File: config.mk
export PLATFORM = sky130hd
export DESIGN_NAME = cfa_ctrl
export DESIGN_NICKNAME = d
export VERILOG_FILES = /design/src/hw/rtl/cfa_pkg.sv /design/src/hw/rtl/cfa_ctrl.sv
export SDC_FILE = /design/constraint.sdc
export NUM_CORES = 1
export LEC_CHECK = 0
export BUFFER_PORTS_ARGS = -buffer_cell sky130_fd_sc_hd__buf_2
export CORE_MARGIN = 1
export CORE_UTILIZATION = 25
export DETAILED_ROUTE_END_ITERATION = 10
export PLACE_DENSITY_LB_ADDON = 0.2
export SYNTH_ARGS = -nofsm -noshare
export SYNTH_HDL_FRONTEND = slang
export SYNTH_SLANG_ARGS = --single-unit
File: constraint.sdc
create_clock -name clock -period 1.5 [get_ports clock]
set_input_delay 0.075 -clock clock [delete_from_list [all_inputs] [get_ports clock]]
set_output_delay 0.075 -clock clock [all_outputs]
set_load 0.02 [all_outputs]
File: src/hw/rtl/cfa_pkg.sv
// ----------------------------------------------------------------------------
// cfa_pkg
// Shared constants, codes and control types of the contiguous fit allocator.
// ----------------------------------------------------------------------------
package cfa_pkg;

   localparam int POOL_UNITS = 1024;
   localparam int ADDR_W     = $clog2(POOL_UNITS);
   localparam int SIZE_W     = ADDR_W + 1;
   localparam int CNT_W      = ADDR_W + 1;
   localparam int POLICY_W   = 2;
   localparam int CSR_DATA_W = 32;
   localparam int CSR_ADDR_W = 1;

   typedef enum logic [POLICY_W-1:0] {
      POL_FIRST  = 2'd0,
      POL_NEXT   = 2'd1,
      POL_BEST   = 2'd2,
      POL_UNUSED = 2'd3
   } policy_type;

   typedef enum logic {
      OP_ALLOC = 1'b0,
      OP_FREE  = 1'b1
   } op_type;

   localparam logic [CSR_ADDR_W-1:0] CSR_FIT_POLICY = '0;

   typedef enum logic [3:0] {
      ST_CLEAR  = 4'b0001,
      ST_IDLE   = 4'b0010,
      ST_SCAN   = 4'b0100,
      ST_FINISH = 4'b1000
   } state_type;

   typedef struct packed {
      logic clr_step;
      logic load;
      logic scan_step;
      logic commit;
   } cmd_type;

   typedef struct packed {
      logic clr_done;
      logic need_scan;
      logic scan_done;
      logic slot_free;
   } status_type;

endpackage

File: src/hw/rtl/cfa_ctrl.sv
// ----------------------------------------------------------------------------
// cfa_ctrl
// Sequencer: clearing pass, request intake, pool scan and result hand-off.
// ----------------------------------------------------------------------------
module cfa_ctrl (
   input  logic                clock,
   input  logic                reset,
   input  logic                req_valid,
   output logic                req_ready,
   output cfa_pkg::cmd_type    cmd,
   input  cfa_pkg::status_type status
);
   import cfa_pkg::*;

   state_type state_ff, state_in;

   always_ff @(posedge clock) begin
      if (reset) begin
         state_ff <= ST_CLEAR;
      end else begin
         state_ff <= state_in;
      end
   end

   always_comb begin
      state_in  = state_ff;
      cmd       = '0;
      req_ready = 1'b0;
      unique case (state_ff)
         ST_CLEAR: begin
            cmd.clr_step = 1'b1;
            if (status.clr_done) begin
               state_in = ST_IDLE;
            end
         end
         ST_IDLE: begin
            req_ready = 1'b1;
            if (req_valid) begin
               cmd.load = 1'b1;
               state_in = status.need_scan ? ST_SCAN : ST_FINISH;
            end
         end
         ST_SCAN: begin
            cmd.scan_step = 1'b1;
            if (status.scan_done) begin
               state_in = ST_FINISH;
            end
         end
         ST_FINISH: begin
            // wait for the result slot before touching the table
            if (status.slot_free) begin
               cmd.commit = 1'b1;
               state_in   = ST_IDLE;
            end
         end
         default: state_in = ST_CLEAR;
      endcase
   end
endmodule

==> impl_metrics.csv, run 1 <==
group,metric,value,unit
run_status,status,"finished, final reports clean",
pwr,internal-power,305.2,uW
layout,largest_reg_flops,4,
clock_tree,clock_latency,240,ps
layout,post-route-util,38.03,%
critical_path,r2r_setup_slack,250,ps
global_route,grt_pass1_vias,282,
layout,reg_top3,"state_ff: 4 flops",
synth,postSynthCellCount,41,
clock_tree,clockBufferDepth,2,
clock_tree,cts_root_buf,"clkbuf_4",
route,drt-vias-per-instance,4.986,
route,antenna_left,0,
global_route,grt-ovfl-total,0,
global_route,antenna_found_initial,0,
clock_tree,path_clk_slew,40,ps
synth,syn_area_per_cell,8.118,um2
clock_tree,tritoncts,"yes",
timing,rsz0062_at_grt,"false",
pwr,p_comb_share,41.2,%
floorplan,placementRows,12,
worst_hold_path,worstHoldEndpoint,"state_ff[0]",
pwr,switching_share,35.42,%
job,max-cap-violations,0,
floorplan,die_y,38.49,um
route,first_iter_violations,4,
timing,slew_violations,0,
timing,fin_ws,103.6,ps
timing,setup_viol,0,
route,num_vias,344,
pwr,power_density,1061,nW/um2
layout,syn2layout_area_growth,33.83,%
timing,fin_crit,1396,ps
pwr,leakage,0.0001841,uW
layout,top_register,"state_ff",
critical_path,reg2reg_to,"state_ff[1]",
worst_hold_path,hold_path_class,"in -> reg",
critical_path,critPathCaptureType,"output pin",
route,dr.pass1.iters,2,
floorplan,die_w,38.49,um
layout,drive_gt1_share,41.82,%
worst_hold_path,hold_depth,2,
floorplan,coreArea,1171,um2
synth,ys_types,21,
synth,netlist_area,332.8,um2
pwr,p_sw,167.4,uW
critical_path,cp_max_fo,8,
route,wl_per_cell,11.00,um
floorplan,initial_utilization,28.42,%
layout,regArea,81.33,um2
critical_path,cp.arrival,1320,ps
layout,nets,64,
layout,multi_input_area,235.2,um2
place,dpl.hpwl,561.9,um
clock_tree,cts_buffers,3,
timing,max-slew-margin-rel,78.98,%
route,wirelength,759,um
layout,final_cell_mix,"11 x buf_2, 5 x nand2b_1, 4 x nor3b_1, 4 x buf_4",
critical_path,reg2reg_from,"state_ff[2]",
critical_path,startpoint_type,"register",
synth,seq_area_frac_synth,24.06,%
place,gp_congestion,0.6670,
clock_tree,cts.sinks,4,
critical_path,worstPathRequired,1420,ps
synth,synth_fp_nets,48,
route,drc,0,
critical_path,r2r_cells,3,
floorplan,io_pins,12,
layout,final_common_cell,"buf_2",
timing,post-route-period-util,93.10,%
layout,num_antenna_cells,0,
global_route,grt_max_degree,9,
timing,worst_pin_slew,314.8,ps
floorplan,dieArea,1481,um2
pwr,clkPwrFrac,28.6,%
worst_hold_path,hold_path.startpoint,"reset",
place,port_buffers,11,
timing,hold_viol,0,
global_route,grt_pass1_wl,1173,um
pwr,vdd_drop_max,0.0006279,V
critical_path,critPathKind,"reg -> out",
synth,ys_warn_count,0,
layout,n_fill_cell,133,
global_route,grt.total_usage,12.14,%
synth,synth_seq_cells,4,
timing,maxClockFrequency,716.1,MHz
pwr,seq_power_share,30.2,%
timing,final.setup.tns,0,ps
clock_tree,h-tree-depth,1,
timing,finClkSkew,5.301,ps
place,post-place-ws,243.8,ps
## cells by family after synthesis
logic type | after synthesis | share of synthesized area (%)
and+or+nand+nor | 22 | 39.85
AOI/OAI and AO/OA | 7 | 18.80
buffers and inverters | 5 | 8.644
DFF | 4 | 24.06
muxes | 2 | 6.015
xor gates and xnor gates | 1 | 2.632
## worst max path at each step
stage	start	end	slack (ps)	depth (start not counted)
floorplan	state_ff[0]	state_ff[0]	80	5
global placement	state_ff[3]	state_ff[3]	240	4
detailed placement	state_ff[3]	state_ff[3]	240	4
CTS	state_ff[1]	cmd[2]	50	5
global route	state_ff[3]	cmd[2]	20	4
finish	state_ff[3]	cmd[2]	100	4
## power groups by stage
stage          logic (uW)  registers [uW]  clock network (uW)
2_1_floorplan         163             125                   0
3_3_place_gp          197             144                   0
3_5_place_dp          195             143                   0
4_1_cts               197             142                 139
5_1_grt               214             146                 151
6_report              195             143                 135
## worst max-delay path, cell delays in order (launching register included)
cell and delay (ps):
dfxtp_1 390, buf_4 200, nor3_2 200, and2_1 150
buf_2 150
## Yosys cell counts, drive strengths merged
| cell | number | area share [%] |
|---|---|---|
| dfxtp | 4 | 24 |
| o21bai | 1 | 2.3 |
| xnor2 | 1 | 2.6 |
| nor3 | 3 | 4.5 |
| o31ai | 1 | 6.4 |
| nor3b | 4 | 9.0 |
| nand2 | 2 | 2.3 |
| buf | 4 | 7.5 |
| nand2b | 5 | 9.4 |
| mux2i | 2 | 6.0 |
| or4 | 1 | 2.3 |
| and2 | 1 | 1.9 |
| o21ai | 3 | 5.6 |
| inv | 1 | 1.1 |
| a32o | 1 | 3.0 |
| nand3b | 2 | 4.5 |
| nor4 | 2 | 3.8 |
| nor2 | 2 | 2.3 |
| a21oi | 1 | 1.5 |
## metal layers
layer	part of all wire (%)	up-vias	GRT usage (%)
met5	0	-	0
met4	0	0	2.586
met3	6.9	0	8.721
met2	40	11	16.25
met1	53	155	15.49
li1	-	178	-
## area by class of cell
cell class                      count  area share, %
Multi-Input combinational cell     32          52.81
Sequential cell                     4          18.26
Tap cell                           14          3.933
Timing Repair Buffer               15          19.10
Inverter                            1         0.8427
Clock buffer                        3          5.056
## through the flow
step	cells	power (uW)	area, um2	hold slack [ps]
after CTS	69	477.5	444.2	110.2
after floorplan	41	287.4	344.1	176.5
final	69	472.6	445.4	114.2
after global placement	66	340.5	421.7	362.8
after global routing	69	510.6	445.4	117.7
after detailed placement	66	337.9	421.7	357.8
## timing repair
| action | in CTS | in global routing |
|---|---|---|
| buffers inserted | 0 | 0 |
| gates resized for setup | 0 | 1 |
| hold buffers | 0 | 0 |
| setup endpoints to repair | 0 | 1 |
No activity file was read; power rests on OpenSTA's default activity.
==> run 2, diff against run 1 <==
==> constraint.sdc (replaced) <==
create_clock -name clock -period 1.1 [get_ports clock]
set_input_delay 0.055 -clock clock [delete_from_list [all_inputs] [get_ports clock]]
set_output_delay 0.055 -clock clock [all_outputs]
set_load 0.01 [all_outputs]
==> run 2 against run 1 <==
- the run now ends with setup timing left
- clock power grew 40%
- count of clock-buffer cells in the layout is the same
- combinational power grew 120%
- sequential power grew 43%
- die area is the same
- cell count grew 14%
- register-to-register slack lost 350 ps
- critical path depth is the same
- clock skew grew 4.5 ps
- total power grew 74%
- non-clock buffer count grew 10
- global-route usage grew 3.9 points
- critical endpoint unchanged
- largest cell class unchanged
- largest power group unchanged
==> impl_metrics.csv, run 2 (synthesized netlist as in run 1, its figures left out) <==
group,metric,value,unit
critical_path,reg2reg_from,"state_ff[2]",
pwr,switching_share,34.50,%
timing,post-route-period-util,112.6,%
clock_tree,cts_hold_buf,0,
critical_path,worstPathRequired,1040,ps
job,max-cap-violations,0,
run_status,violations,"setup timing",
critical_path,reg2reg_to,"state_ff[3]",
timing,max-slew-margin-rel,82.55,%
layout,final_cell_mix,"11 x buf_2, 8 x buf_4, 5 x buf_6",
clock_tree,clock_latency,240,ps
global_route,grt_pass1_vias,374,
timing,worst_pin_slew,261.8,ps
layout,final_area,633.1,um2
pwr,vdd_drop_max,0.0008809,V
global_route,grt_pass1_wl,1573,um
run_status,status,"finished, violations left",
route,drt-vias-per-instance,4.747,
floorplan,die_w,38.49,um
place,dp.cells,70,
layout,stdcell_count,79,
floorplan,initial_utilization,28.42,%
pwr,internal-power,537.5,uW
layout,drive_gt1_share,69.23,%
timing,fin_crit,1238,ps
worst_hold_path,hold_depth,2,
route,first_iter_violations,1,
worst_hold_path,hold_path_class,"in -> reg",
clock_tree,cts_buffers,3,
pwr,p_sw,283.0,uW
layout,reg_top3,"state_ff: 4 flops",
layout,n_fill_cell,121,
clock_tree,path_clk_slew,40,ps
critical_path,max_stage_delay,360,ps
pwr,seq_power_share,25.0,%
clock_tree,h-tree-depth,1,
timing,rsz0062_at_grt,"true",
place,port_buffers,11,
route,drc,0,
route,num_vias,375,
global_route,grt_max_degree,8,
critical_path,crit_chain,"buf_6 -> nor3_4 -> and2_1 -> buf_2",
floorplan,io_pins,12,
pwr,clkPwrFrac,23.0,%
floorplan,coreArea,1171,um2
critical_path,startpoint_type,"register",
layout,nets,74,
worst_hold_path,hold_path.startpoint,"reset",
timing,setup_viol,8,
global_route,grt-ovfl-total,0,
clock_tree,cts_root_buf,"clkbuf_4",
timing,fin_ws,-138.4,ps
timing,final.setup.tns,-715.1,ps
critical_path,r2r_cells,5,
worst_hold_path,worstHoldEndpoint,"state_ff[0]",
floorplan,placementRows,12,
critical_path,critPathCaptureType,"output pin",
timing,hold_viol,0,
critical_path,r2r_setup_slack,-100,ps
critical_path,crit_path_top_delay_cell,"dfxtp_4",
layout,top_register,"state_ff",
timing,finClkSkew,9.760,ps
timing,slew_violations,0,
floorplan,dieArea,1481,um2
route,antenna_left,0,
layout,largest_reg_flops,4,
place,dpl.hpwl,655.9,um
pwr,p_comb_share,51.9,%
global_route,grt.total_usage,16.09,%
layout,syn2layout_area_growth,90.23,%
pwr,power_density,1296,nW/um2
route,wirelength,999,um
timing,maxClockFrequency,807.5,MHz
place,dpl_cell_area,488.0,um2
route,wl_per_cell,12.65,um
route,dr.pass1.iters,2,
clock_tree,clockBufferDepth,2,
layout,num_antenna_cells,0,
pwr,leakage,0.0002614,uW
clock_tree,tritoncts,"yes",
layout,post-route-util,54.06,%
global_route,antenna_found_initial,0,
critical_path,critPathKind,"reg -> out",
critical_path,cp.arrival,1180,ps
layout,final_common_cell,"buf_2",
clock_tree,cts.sinks,4,
critical_path,cp_max_fo,6,
place,gp_congestion,0.7607,
floorplan,die_y,38.49,um
## run 2: cell types whose count changed in the layout (fill, tap and decap cells not counted), moves of 2 or more
cell,change
buf_6,+5
dfxtp_1,-3
nand2b_1,-2
buf_4,+4
nand2b_4,+2
nor3b_2,+3
nor3b_1,-3
dfxtp_4,+4
## run 2: how the worst max path moves through the flow
stage / endpoint / startpoint
after floorplan: state_ff[0] / state_ff[0]
after global placement: state_ff[2] / state_ff[2]
after detailed placement: state_ff[1] / state_ff[2]
after CTS: cmd[2] / state_ff[2]
after global routing: cmd[2] / state_ff[0]
final: cmd[2] / state_ff[0]
## run 2: through the flow
step	total power [uW]	hold slack, ps	worst slack [ps]
6_report	820.5	95.85	-138.4
5_1_grt	869.8	110.0	-201.7
4_1_cts	798.8	97.55	-228.9
3_5_place_dp	514.0	340.3	-97.24
3_3_place_gp	513.0	339.0	-86.48
2_1_floorplan	431.4	156.5	-41.60
## run 2: critical path: cells and delay by family (launching register included)
| family | cells | cell delay [ps] |
|---|---|---|
| flops | 1 | 360 |
| simple gates | 2 | 330 |
| buf+inv | 2 | 250 |
## run 2: power by group through the flow
stage	combinational, uW	clock [uW]	sequential, uW
final	426	189	205
after detailed placement	314	0	200
after global placement	314	0	199
after CTS	405	191	203
after global routing	458	203	209
after floorplan	256	0	176
## run 2: repair_timing
item,in CTS,in global routing
pin swaps,10,7
cloned,0,0
resized for setup,15,4
endpoints found under the hold margin,0,0
buffers inserted,4,3
setup endpoints to repair,9,9
## run 2: final cells by class
cell class	instances	area [um2]	area share [%]
Sequential cell	4	95.09	15.02
Multi-Input combinational cell	32	302.8	47.83
Tap cell	14	17.52	2.767
Clock buffer	3	22.52	3.557
Inverter	1	3.754	0.5929
Timing Repair Buffer	25	191.4	30.24
## run 2: layer usage
metal	routed length, um	global-route usage (%)	up-vias	part of all wire, %
met5	0	0	-	0
met4	0	2.586	0	0
met3	46	6.977	0	4.6
met2	483	26.25	10	48
met1	469	19.65	168	47
li1	-	-	197	-
